[config.mk]
export PLATFORM = sky130hd
export DESIGN_NAME = sha256_message_digest_flat
export DESIGN_NICKNAME = d
export VERILOG_FILES = /design/src/sv/sha256_pkg.sv /design/src/sv/sha256_if.sv /design/src/sv/sha256_core.sv /design/src/sv/sha256_message_digest.sv /design/src/flat_wrapper.sv
export SDC_FILE = /design/constraint.sdc
export NUM_CORES = 2
export LEC_CHECK = 0
export BUFFER_PORTS_ARGS = -buffer_cell sky130_fd_sc_hd__buf_4
export CAP_MARGIN = 20
export CORE_MARGIN = 10
export CORE_UTILIZATION = 45
export CTS_BUF_LIST = sky130_fd_sc_hd__clkbuf_8
export DETAILED_ROUTE_END_ITERATION = 12
export PLACE_DENSITY = 0.69
export SYNTH_ARGS = -nofsm -noshare
export SYNTH_HDL_FRONTEND = slang
export SYNTH_SLANG_ARGS = --single-unit
[constraint.sdc]
create_clock -name clock -period 27.3 [get_ports clock]
set_input_delay 2.73 -clock clock [delete_from_list [all_inputs] [get_ports clock]]
set_output_delay 2.73 -clock clock [all_outputs]
set_load 0.005 [all_outputs]
[src/sv/sha256_pkg.sv]
package sha256_pkg;

   typedef logic [31:0] word_type;
   typedef logic [15:0][31:0] block_type;
   typedef logic [7:0][31:0] hash_type;

   localparam int unsigned BLOCK_WORDS = 16;
   localparam int unsigned ROUNDS = 64;
   localparam int unsigned SLOT_BITS = $clog2(BLOCK_WORDS);
   localparam int unsigned ROUND_BITS = $clog2(ROUNDS);

   // Last word slot that still leaves room for the 64-bit length in the block.
   localparam logic [SLOT_BITS-1:0] LAST_MARK_SLOT = SLOT_BITS'(BLOCK_WORDS - 3);
   localparam logic [SLOT_BITS-1:0] LEN_HI_SLOT = SLOT_BITS'(BLOCK_WORDS - 2);
   localparam logic [SLOT_BITS-1:0] LEN_LO_SLOT = SLOT_BITS'(BLOCK_WORDS - 1);

   localparam word_type PAD_MARK_WORD = 32'h8000_0000;
   localparam logic [7:0] PAD_MARK_BYTE = 8'h80;

   localparam hash_type INIT_HASH = {
      32'h5be0cd19, 32'h1f83d9ab, 32'h9b05688c, 32'h510e527f,
      32'ha54ff53a, 32'h3c6ef372, 32'hbb67ae85, 32'h6a09e667
   };

   // Control from the message sequencer to the compression unit.
   typedef struct packed {
      logic start;
      logic reload;
   } core_ctl_type;

   typedef struct packed {
      logic busy;
      logic done;
   } core_stat_type;

   function automatic word_type rotr(word_type x, int unsigned n);
      return (x >> n) | (x << (32 - n));
   endfunction

   function automatic word_type round_const(logic [ROUND_BITS-1:0] t);
      word_type k;
      case (t)
         6'd0: k = 32'h428a2f98;  6'd1: k = 32'h71374491;
         6'd2: k = 32'hb5c0fbcf;  6'd3: k = 32'he9b5dba5;
         6'd4: k = 32'h3956c25b;  6'd5: k = 32'h59f111f1;
         6'd6: k = 32'h923f82a4;  6'd7: k = 32'hab1c5ed5;
         6'd8: k = 32'hd807aa98;  6'd9: k = 32'h12835b01;
         6'd10: k = 32'h243185be; 6'd11: k = 32'h550c7dc3;
         6'd12: k = 32'h72be5d74; 6'd13: k = 32'h80deb1fe;
         6'd14: k = 32'h9bdc06a7; 6'd15: k = 32'hc19bf174;
         6'd16: k = 32'he49b69c1; 6'd17: k = 32'hefbe4786;
         6'd18: k = 32'h0fc19dc6; 6'd19: k = 32'h240ca1cc;
         6'd20: k = 32'h2de92c6f; 6'd21: k = 32'h4a7484aa;
         6'd22: k = 32'h5cb0a9dc; 6'd23: k = 32'h76f988da;
         6'd24: k = 32'h983e5152; 6'd25: k = 32'ha831c66d;
         6'd26: k = 32'hb00327c8; 6'd27: k = 32'hbf597fc7;
         6'd28: k = 32'hc6e00bf3; 6'd29: k = 32'hd5a79147;
         6'd30: k = 32'h06ca6351; 6'd31: k = 32'h14292967;
         6'd32: k = 32'h27b70a85; 6'd33: k = 32'h2e1b2138;
         6'd34: k = 32'h4d2c6dfc; 6'd35: k = 32'h53380d13;
         6'd36: k = 32'h650a7354; 6'd37: k = 32'h766a0abb;
         6'd38: k = 32'h81c2c92e; 6'd39: k = 32'h92722c85;
         6'd40: k = 32'ha2bfe8a1; 6'd41: k = 32'ha81a664b;
         6'd42: k = 32'hc24b8b70; 6'd43: k = 32'hc76c51a3;
         6'd44: k = 32'hd192e819; 6'd45: k = 32'hd6990624;
         6'd46: k = 32'hf40e3585; 6'd47: k = 32'h106aa070;
         6'd48: k = 32'h19a4c116; 6'd49: k = 32'h1e376c08;
         6'd50: k = 32'h2748774c; 6'd51: k = 32'h34b0bcb5;
         6'd52: k = 32'h391c0cb3; 6'd53: k = 32'h4ed8aa4a;
         6'd54: k = 32'h5b9cca4f; 6'd55: k = 32'h682e6ff3;
         6'd56: k = 32'h748f82ee; 6'd57: k = 32'h78a5636f;
         6'd58: k = 32'h84c87814; 6'd59: k = 32'h8cc70208;
         6'd60: k = 32'h90befffa; 6'd61: k = 32'ha4506ceb;
         6'd62: k = 32'hbef9a3f7; 6'd63: k = 32'hc67178f2;
         default: k = 32'h0;
      endcase
      return k;
   endfunction

endpackage

[src/sv/sha256_if.sv]
interface sha256_req_if;
   logic        valid;
   logic        ready;
   logic [31:0] message_word;
   logic [2:0]  valid_bytes;
   logic        last_word;

   modport source (output valid, output message_word, output valid_bytes,
                   output last_word, input ready);
   modport sink (input valid, input message_word, input valid_bytes,
                 input last_word, output ready);
endinterface

interface sha256_rsp_if;
   logic        valid;
   logic        ready;
   logic [63:0] digest_part_0;
   logic [63:0] digest_part_1;
   logic [63:0] digest_part_2;
   logic [63:0] digest_part_3;

   modport source (output valid, output digest_part_0, output digest_part_1,
                   output digest_part_2, output digest_part_3, input ready);
   modport sink (input valid, input digest_part_0, input digest_part_1,
                 input digest_part_2, input digest_part_3, output ready);
endinterface

[src/sv/sha256_core.sv]
module sha256_core (
   input  logic                     clock,
   input  logic                     reset,
   input  sha256_pkg::core_ctl_type ctl,
   input  sha256_pkg::block_type    block,
   output sha256_pkg::core_stat_type stat,
   output sha256_pkg::hash_type     hash
);
   import sha256_pkg::*;

   typedef enum logic [1:0] {
      CORE_IDLE,
      CORE_ROUND,
      CORE_ADD
   } core_state_type;

   core_state_type state_ff, state_in;
   logic [ROUND_BITS-1:0] round_ff, round_in;
   hash_type  hash_ff, hash_in;
   hash_type  vars_ff, vars_in;
   block_type window_ff, window_in;

   word_type s0, s1, ch, mj, t1, t2, g0, g1, w_next;
   word_type va, vb, vc, vd, ve, vf, vg, vh;

   assign va = vars_ff[0];
   assign vb = vars_ff[1];
   assign vc = vars_ff[2];
   assign vd = vars_ff[3];
   assign ve = vars_ff[4];
   assign vf = vars_ff[5];
   assign vg = vars_ff[6];
   assign vh = vars_ff[7];

   // One round of the compression function, with the schedule word for
   // sixteen rounds ahead computed alongside.
   always_comb begin
      s1 = rotr(ve, 6) ^ rotr(ve, 11) ^ rotr(ve, 25);
      ch = (ve & vf) ^ (~ve & vg);
      t1 = vh + s1 + ch + round_const(round_ff) + window_ff[0];
      s0 = rotr(va, 2) ^ rotr(va, 13) ^ rotr(va, 22);
      mj = (va & vb) ^ (va & vc) ^ (vb & vc);
      t2 = s0 + mj;
      g0 = rotr(window_ff[1], 7) ^ rotr(window_ff[1], 18) ^ (window_ff[1] >> 3);
      g1 = rotr(window_ff[14], 17) ^ rotr(window_ff[14], 19) ^ (window_ff[14] >> 10);
      w_next = window_ff[0] + g0 + window_ff[9] + g1;
   end

   always_comb begin
      state_in  = state_ff;
      round_in  = round_ff;
      hash_in   = hash_ff;
      vars_in   = vars_ff;
      window_in = window_ff;
      case (state_ff)
         CORE_IDLE: begin
            if (ctl.reload) begin
               hash_in = INIT_HASH;
            end
            if (ctl.start) begin
               vars_in   = hash_ff;
               window_in = block;
               round_in  = '0;
               state_in  = CORE_ROUND;
            end
         end
         CORE_ROUND: begin
            vars_in = {vg, vf, ve, vd + t1, vc, vb, va, t1 + t2};
            window_in = {w_next, window_ff[15:1]};
            round_in = round_ff + 1'b1;
            if (round_ff == ROUND_BITS'(ROUNDS - 1)) begin
               state_in = CORE_ADD;
            end
         end
         CORE_ADD: begin
            for (int i = 0; i < 8; i++) begin
               hash_in[i] = hash_ff[i] + vars_ff[i];
            end
            state_in = CORE_IDLE;
         end
         default: begin
            state_in = CORE_IDLE;
         end
      endcase
   end

   always_ff @(posedge clock) begin
      if (reset) begin
         state_ff <= CORE_IDLE;
         round_ff <= '0;
         hash_ff  <= INIT_HASH;
      end else begin
         state_ff <= state_in;
         round_ff <= round_in;
         hash_ff  <= hash_in;
      end
   end

   always_ff @(posedge clock) begin
      vars_ff   <= vars_in;
      window_ff <= window_in;
   end

   assign stat.busy = (state_ff != CORE_IDLE);
   assign stat.done = (state_ff == CORE_ADD);
   assign hash = hash_ff;

endmodule

[src/sv/sha256_message_digest.sv]
// SHA-256 message digest engine. A message streams in on the request channel
// as big-endian 32-bit words, first byte in bits 31 to 24, each transaction
// carrying a count of valid leading bytes (values above four count as four)
// and a last-word flag. Only the last word of a message may be partial; a
// partial word without the last flag is taken and dropped without effect.
// Full words enter one per cycle while the sequencer is idle, into a 16-word
// block buffer. The compression unit loads the block on the same edge that
// takes its sixteenth word, and the request channel then stalls while the
// unit runs the SHA-256 rounds and then the final hash addition. On the
// last word the sequencer writes the padding one word per cycle, pausing
// while a block compresses, into the rest of the block (the 0x80 marker,
// zero fill, then the 64-bit bit length, which wraps modulo 2^64), which may
// take one extra block of padding and thus one extra compression. After the
// final compression, once the output register is free, the 256-bit digest
// moves into the output register as one response transaction split into
// four 64-bit big-endian parts, and the hash state reloads the initial
// values for the next message. The output register decouples the two sides:
// the next message is accepted while a digest waits to be taken.
module sha256_message_digest (
   input logic          clock,
   input logic          reset,
   sha256_req_if.sink   req_chan,
   sha256_rsp_if.source rsp_chan
);
   import sha256_pkg::*;

   typedef enum logic [1:0] {
      ST_IDLE,
      ST_PAD,
      ST_HASH,
      ST_FLUSH
   } seq_state_type;

   seq_state_type state_ff, state_in;
   logic [SLOT_BITS-1:0] slot_ff, slot_in;
   logic [63:0] bits_ff, bits_in;
   logic pad_ff, pad_in;          // Padding of the current message is underway.
   logic mark_pend_ff, mark_pend_in;  // The 0x80 marker still needs a word.
   logic mark_ok_ff, mark_ok_in;  // The length fits in the current block.
   logic final_ff, final_in;      // The block in flight is the last one.
   logic rsp_valid_ff, rsp_valid_in;
   hash_type digest_ff;

   block_type block_ff;
   block_type core_block;
   logic wr_en;
   word_type wr_data;

   core_ctl_type  core_ctl;
   core_stat_type core_stat;
   hash_type      core_hash;

   logic accept;
   logic [2:0] byte_cnt;
   word_type last_data;
   logic load_digest;
   logic slot_full;

   sha256_core u_core (
      .clock (clock),
      .reset (reset),
      .ctl   (core_ctl),
      .block (core_block),
      .stat  (core_stat),
      .hash  (core_hash)
   );

   assign accept = req_chan.valid && req_chan.ready;
   assign byte_cnt = req_chan.valid_bytes[2] ? 3'd4 : req_chan.valid_bytes;
   assign slot_full = (slot_ff == LEN_LO_SLOT);

   // The unit loads its block on the edge that writes the last slot, so that
   // slot comes straight from the write data.
   always_comb begin
      core_block = block_ff;
      core_block[LEN_LO_SLOT] = wr_data;
   end

   // The last word keeps its valid bytes, takes the marker in the first
   // unused byte lane if there is one, and zeros the rest.
   always_comb begin
      for (int k = 0; k < 4; k++) begin
         if (3'(k) < byte_cnt) begin
            last_data[31-8*k -: 8] = req_chan.message_word[31-8*k -: 8];
         end else if (3'(k) == byte_cnt) begin
            last_data[31-8*k -: 8] = PAD_MARK_BYTE;
         end else begin
            last_data[31-8*k -: 8] = 8'h00;
         end
      end
   end

   always_comb begin
      state_in     = state_ff;
      slot_in      = slot_ff;
      bits_in      = bits_ff;
      pad_in       = pad_ff;
      mark_pend_in = mark_pend_ff;
      mark_ok_in   = mark_ok_ff;
      final_in     = final_ff;
      rsp_valid_in = rsp_valid_ff && !rsp_chan.ready;
      wr_en        = 1'b0;
      wr_data      = req_chan.message_word;
      load_digest  = 1'b0;
      core_ctl     = '0;
      case (state_ff)
         ST_IDLE: begin
            if (accept) begin
               if (!req_chan.last_word) begin
                  if (byte_cnt == 3'd4) begin
                     wr_en   = 1'b1;
                     bits_in = bits_ff + 64'd32;
                     slot_in = slot_ff + 1'b1;
                     if (slot_full) begin
                        core_ctl.start = 1'b1;
                        state_in = ST_HASH;
                     end
                  end
               end else begin
                  wr_en        = 1'b1;
                  wr_data      = last_data;
                  bits_in      = bits_ff + {58'd0, byte_cnt, 3'b000};
                  pad_in       = 1'b1;
                  final_in     = 1'b0;
                  mark_pend_in = (byte_cnt == 3'd4);
                  mark_ok_in   = (byte_cnt != 3'd4) && (slot_ff <= LAST_MARK_SLOT);
                  slot_in      = slot_ff + 1'b1;
                  if (slot_full) begin
                     core_ctl.start = 1'b1;
                     state_in = ST_HASH;
                  end else begin
                     state_in = ST_PAD;
                  end
               end
            end
         end
         ST_PAD: begin
            wr_en = 1'b1;
            if (mark_pend_ff) begin
               wr_data      = PAD_MARK_WORD;
               mark_pend_in = 1'b0;
               mark_ok_in   = (slot_ff <= LAST_MARK_SLOT);
            end else if (mark_ok_ff && slot_ff == LEN_HI_SLOT) begin
               wr_data = bits_ff[63:32];
            end else if (mark_ok_ff && slot_ff == LEN_LO_SLOT) begin
               wr_data  = bits_ff[31:0];
               final_in = 1'b1;
            end else begin
               wr_data = '0;
            end
            slot_in = slot_ff + 1'b1;
            if (slot_full) begin
               core_ctl.start = 1'b1;
               state_in = ST_HASH;
            end
         end
         ST_HASH: begin
            if (core_stat.done) begin
               if (final_ff) begin
                  state_in = ST_FLUSH;
               end else if (pad_ff) begin
                  // A fresh block after the marker always has room for the length.
                  if (!mark_pend_ff) begin
                     mark_ok_in = 1'b1;
                  end
                  state_in = ST_PAD;
               end else begin
                  state_in = ST_IDLE;
               end
            end
         end
         ST_FLUSH: begin
            if (!rsp_valid_ff || rsp_chan.ready) begin
               load_digest     = 1'b1;
               rsp_valid_in    = 1'b1;
               core_ctl.reload = 1'b1;
               bits_in         = '0;
               pad_in          = 1'b0;
               final_in        = 1'b0;
               mark_ok_in      = 1'b0;
               mark_pend_in    = 1'b0;
               state_in        = ST_IDLE;
            end
         end
         default: begin
            state_in = ST_IDLE;
         end
      endcase
   end

   always_ff @(posedge clock) begin
      if (reset) begin
         state_ff     <= ST_IDLE;
         slot_ff      <= '0;
         bits_ff      <= '0;
         pad_ff       <= 1'b0;
         mark_pend_ff <= 1'b0;
         mark_ok_ff   <= 1'b0;
         final_ff     <= 1'b0;
         rsp_valid_ff <= 1'b0;
      end else begin
         state_ff     <= state_in;
         slot_ff      <= slot_in;
         bits_ff      <= bits_in;
         pad_ff       <= pad_in;
         mark_pend_ff <= mark_pend_in;
         mark_ok_ff   <= mark_ok_in;
         final_ff     <= final_in;
         rsp_valid_ff <= rsp_valid_in;
      end
   end

   // Block buffer and digest register carry data only.
   always_ff @(posedge clock) begin
      if (wr_en) begin
         block_ff[slot_ff] <= wr_data;
      end
      if (load_digest) begin
         digest_ff <= core_hash;
      end
   end

   assign req_chan.ready = (state_ff == ST_IDLE);

   assign rsp_chan.valid = rsp_valid_ff;
   assign rsp_chan.digest_part_0 = {digest_ff[0], digest_ff[1]};
   assign rsp_chan.digest_part_1 = {digest_ff[2], digest_ff[3]};
   assign rsp_chan.digest_part_2 = {digest_ff[4], digest_ff[5]};
   assign rsp_chan.digest_part_3 = {digest_ff[6], digest_ff[7]};

endmodule
[src/flat_wrapper.sv]
// flat-port wrapper written by rule: the top's interface ports become plain ports
module sha256_message_digest_flat import sha256_pkg::*;
  (clock, reset, req_chan_valid, req_chan_message_word, req_chan_valid_bytes, req_chan_last_word, req_chan_ready, rsp_chan_valid, rsp_chan_digest_part_0, rsp_chan_digest_part_1, rsp_chan_digest_part_2, rsp_chan_digest_part_3, rsp_chan_ready);
  sha256_req_if req_chan_i ();
  sha256_rsp_if rsp_chan_i ();
  input logic clock;
  input logic reset;
  input wire logic [$bits(req_chan_i.valid)-1:0] req_chan_valid;
  input wire logic [$bits(req_chan_i.message_word)-1:0] req_chan_message_word;
  input wire logic [$bits(req_chan_i.valid_bytes)-1:0] req_chan_valid_bytes;
  input wire logic [$bits(req_chan_i.last_word)-1:0] req_chan_last_word;
  output wire logic [$bits(req_chan_i.ready)-1:0] req_chan_ready;
  output wire logic [$bits(rsp_chan_i.valid)-1:0] rsp_chan_valid;
  output wire logic [$bits(rsp_chan_i.digest_part_0)-1:0] rsp_chan_digest_part_0;
  output wire logic [$bits(rsp_chan_i.digest_part_1)-1:0] rsp_chan_digest_part_1;
  output wire logic [$bits(rsp_chan_i.digest_part_2)-1:0] rsp_chan_digest_part_2;
  output wire logic [$bits(rsp_chan_i.digest_part_3)-1:0] rsp_chan_digest_part_3;
  input wire logic [$bits(rsp_chan_i.ready)-1:0] rsp_chan_ready;
  assign req_chan_i.valid = req_chan_valid;
  assign req_chan_i.message_word = req_chan_message_word;
  assign req_chan_i.valid_bytes = req_chan_valid_bytes;
  assign req_chan_i.last_word = req_chan_last_word;
  assign req_chan_ready = req_chan_i.ready;
  assign rsp_chan_valid = rsp_chan_i.valid;
  assign rsp_chan_digest_part_0 = rsp_chan_i.digest_part_0;
  assign rsp_chan_digest_part_1 = rsp_chan_i.digest_part_1;
  assign rsp_chan_digest_part_2 = rsp_chan_i.digest_part_2;
  assign rsp_chan_digest_part_3 = rsp_chan_i.digest_part_3;
  assign rsp_chan_i.ready = rsp_chan_ready;
  sha256_message_digest u_core (.clock(clock), .reset(reset), .req_chan(req_chan_i), .rsp_chan(rsp_chan_i));
endmodule
==> metrics.md <==
| Metric | Value |
|---|---|
| First-pass GRT wire length | `451 mm` |
| Sequential share of power | `55.0%` |
| Final WS setup | `19.10 ns` |
| PortBufs | `297` |
| Total gr overflow | `0` |
| EDFF count, synth | `1504` |
| Max_cap viols | `0` |
| Largest net degree at the start of global routing | `214` |
| Iter 0 DRT Violations | `7346` |
| R2R cell count | `27` |
| CP startpoint | `u_core.u_core.ve[7]` |
| Pwr Density | `52.6 mW/mm²` |
| # IOs | `298` |
| Drt pass-1 iters | `6` |
| CP Data Arrival Time | `8.95 ns` |
| Max Fclk | `122 MHz` |
| Slew Limit Fails | `0` |
| H-tree Lvls | `5` |
| Cell Area, Synth | `0.0953 mm²` |
| RePlAce Congestion | `0.985` |
| Worst Hold Class | `register to register` |
| Syn. warnings | `0` |
| Crit Reg-Reg Endpoint | `u_core.u_core.va[31]` |
| P_sw | `1.24 mW` |
| Fin util | `50.6%` |
| Cts repair resizes | `0` |
| Worst setup SP type | `register` |
| Leakage power | `42.1 nW` |
| Worst-path maximum fanout | `6` |
| Unique cell type count in the Yosys netlist | `96` |
| CTS max path bufs | `4` |
| # hold bufs at CTS | `0` |
| Most frequent cell after synthesis | `nand2_1` |
| RSZ-0062 raised after global routing | `false` |
| Clock root cell | `clkbuf_8` |
| Ys flop type | `edfxtp_1` |
| Register area | `0.0525 mm²` |
| Post-Syn Nets | `9704` |
| Int Power | `4.36 mW` |
| Final worst path period need | `8.20 ns` |
| Multi-input logic area | `0.0398 mm²` |
| Number of global-route vias before repair | `69000` |
| Dpl ws | `19.17 ns` |
| Largest cells by area after synthesis | `edfxtp_1, nand2_1, dfxtp_1` |
| Hold endpoint | `u_core.u_core.window_ff[404]` |
| Final hold violations | `0` |
| CTS tree | `yes` |
| Placed insts | `11800` |
| Clk_lat worst skew | `1.09 ns` |
| Worst rel slew slack | `16.4%` |
| Synthesis-stage register bit count | `1872` |
| Share of post-route cells with drive strength above 1 | `9.28%` |
| Cell taking the most area after synthesis | `edfxtp_1` |
| Non-Filler Instances | `12400` |
| Post-detailed-route count of antenna-violating nets | `0` |
| WL/cell | `24.9 µm` |
| Area growth syn-to-layout | `11.7%` |
| Clock share of power | `43.4%` |
| Register area share after synthesis | `55.1%` |
| Final wirelength | `309 mm` |
| Initial Utilization | `45.3%` |
| CP Capture Type | `register` |
| Status | `finished clean` |
| Maximum vdd drop | `65.1 µV` |
| Setup slack, reg-to-reg | `19.10 ns` |
| Vias per cell | `5.71` |
| Die Ht | `480 µm` |
| Die X | `480 µm` |
| Post-DP HPWL | `217 mm` |
| Die area | `0.231 mm²` |
| Clock Pin Slew Worst Setup and Hold Paths | `0.07 ns` |
| Setup CP Type | `register to register` |
| Worst-Margin Slew | `1.25 ns` |
| Setup bufs post-CTS | `0` |
| Fin crit share | `30.0%` |
| Initial antenna violation count | `12` |
| DR vias | `70900` |
| Hold Path Origin | `u_core.block_ff[404]` |
| Total GRT Usage | `25.9%` |
| Placement Rows | `168` |
| Setup TNS | `0 ns` |
| CTS sink cnt | `1872` |
| Top cell type's share of synthesized area | `47.4%` |
| Critical Path RT | `28.05 ns` |
| Core area | `0.210 mm²` |
| Top cells by count, synth | `nand2_1, edfxtp_1, nor2_1, a21oi_1, o21ai_0` |
| Reg2Reg Launch Point | `u_core.u_core.ve[7]` |
| Final hold slack | `0.461 ns` |
| Drt drc | `0` |
| Comb power frac | `1.6%` |
| Post-synth ARST share | `0%` |
| Synthesized instance count | `9067` |
| Fill cell count | `18800` |
| Clock Skew | `0.0956 ns` |
| Mean Syn Cell Area | `10.5 µm²` |
| Final setup fails | `0` |
| CTS Buf Count | `330` |
| Final #Nets | `10000` |
| Sw Share | `22.1%` |
| WHS Path Cells | `2` |
registers in the layout, summed over array words and instances, names as in the netlist, 6 cells and up, named ones only:
signal / flops
u_core.u_core.ve: 32
u_core.rsp_chan.digest_part_2: 64
u_core.u_core.window_ff: 512
u_core.bits_ff: 61
u_core.rsp_chan.digest_part_0: 64
u_core.u_core.vf: 32
u_core.rsp_chan.digest_part_1: 64
u_core.u_core.vc: 32
u_core.u_core.vb: 32
u_core.u_core.vh: 32
u_core.u_core.vd: 32
u_core.u_core.va: 32
u_core.rsp_chan.digest_part_3: 64
u_core.u_core.round_ff: 6
u_core.u_core.hash: 256
u_core.u_core.vg: 32
u_core.block_ff: 480
power groups by stage:
stage | logic (mW) | registers, mW | clock network (mW)
2_1_floorplan | 0.0419 | 3.14 | 0
3_3_place_gp | 0.0863 | 3.14 | 0
3_5_place_dp | 0.0880 | 3.14 | 0
4_1_cts | 0.0882 | 3.08 | 2.48
5_1_grt | 0.0944 | 3.08 | 2.60
6_report | 0.0883 | 3.08 | 2.43
critical path, cell delays in order (launching register included):
cell and delay [ns]:
edfxtp_1 0.54, xnor2_1 0.19, xnor2_1 0.36, fa_1 0.48, inv_1 0.08, fa_1 0.43
fa_1 0.50, inv_1 0.04, ha_1 0.20, fa_1 0.48, a211oi_1 0.33, o21ai_0 0.28
a21oi_1 0.31, o21ai_0 0.15, xnor2_1 0.38, fa_1 0.51, ha_1 0.36, and3_1 0.22
and4_1 0.20, a31oi_1 0.13, nand2_1 0.11, o21ai_0 0.36, a41oi_1 0.23, o21bai_1 0.28
nand3_1 0.18, a221oi_1 0.32, xnor2_1 0.16, o21ai_0 0.09
worst max-delay path by stage:
stage / endpoint / depth (start not counted) / slack (ns)
floorplan: u_core.u_core.va[0] / 4 / 8.06
global placement: u_core.u_core.va[31] / 27 / 19.16
detailed placement: u_core.u_core.va[31] / 27 / 19.17
CTS: u_core.u_core.va[31] / 27 / 19.15
global route: u_core.u_core.va[31] / 27 / 18.54
finish: u_core.u_core.va[31] / 27 / 19.10
kinds of logic after synthesis:
group,after synthesis,synth area share [%]
flops,1872,55.1
compound gates,1694,11.2
buf+inv,814,3.25
simple gates,3405,14.6
mux,44,0.494
xor+xnor,620,5.70
fa+ha+maj,618,9.60
routing by layer:
metal  wire (µm)  track usage (%)  up-vias
met3       23800             4.72      712
met5          27                0        -
met4       14900             11.2        4
li1            -                -    32200
met1      130000             34.7    34800
met2      141000             41.1     3135
cell usage in the layout, fill, tap and decap left out, types with 244 or more instances in the layout:
master    synthesis  final
nor2_1          471    456
a21oi_1         451    451
xnor2_1         376    376
clkbuf_8          0    351
ha_1            401    401
nand2_1        2429   2425
edfxtp_1       1504   1504
buf_4             2    374
dfxtp_1         368    368
inv_1           396    513
o21ai_0         419    419
xor2_1          244    244
metrics by stage:
stage	cell area (µm²)	power (mW)
floorplan	95300	3.18
global placement	100000	3.23
detailed placement	100000	3.23
CTS	106000	5.65
global route	106000	5.78
finish	106000	5.60
area by class of cell:
cell class	count	area share (%)
sequential	1872	49.4
tap	2805	3.30
timing repair buffer	383	2.81
clock inverter	223	1.11
clock buffer	351	4.54
antenna	8	0.0188
multi-input combinational	6381	37.4
inverter	400	1.42
No activity file was read; power rests on OpenSTA's default activity.
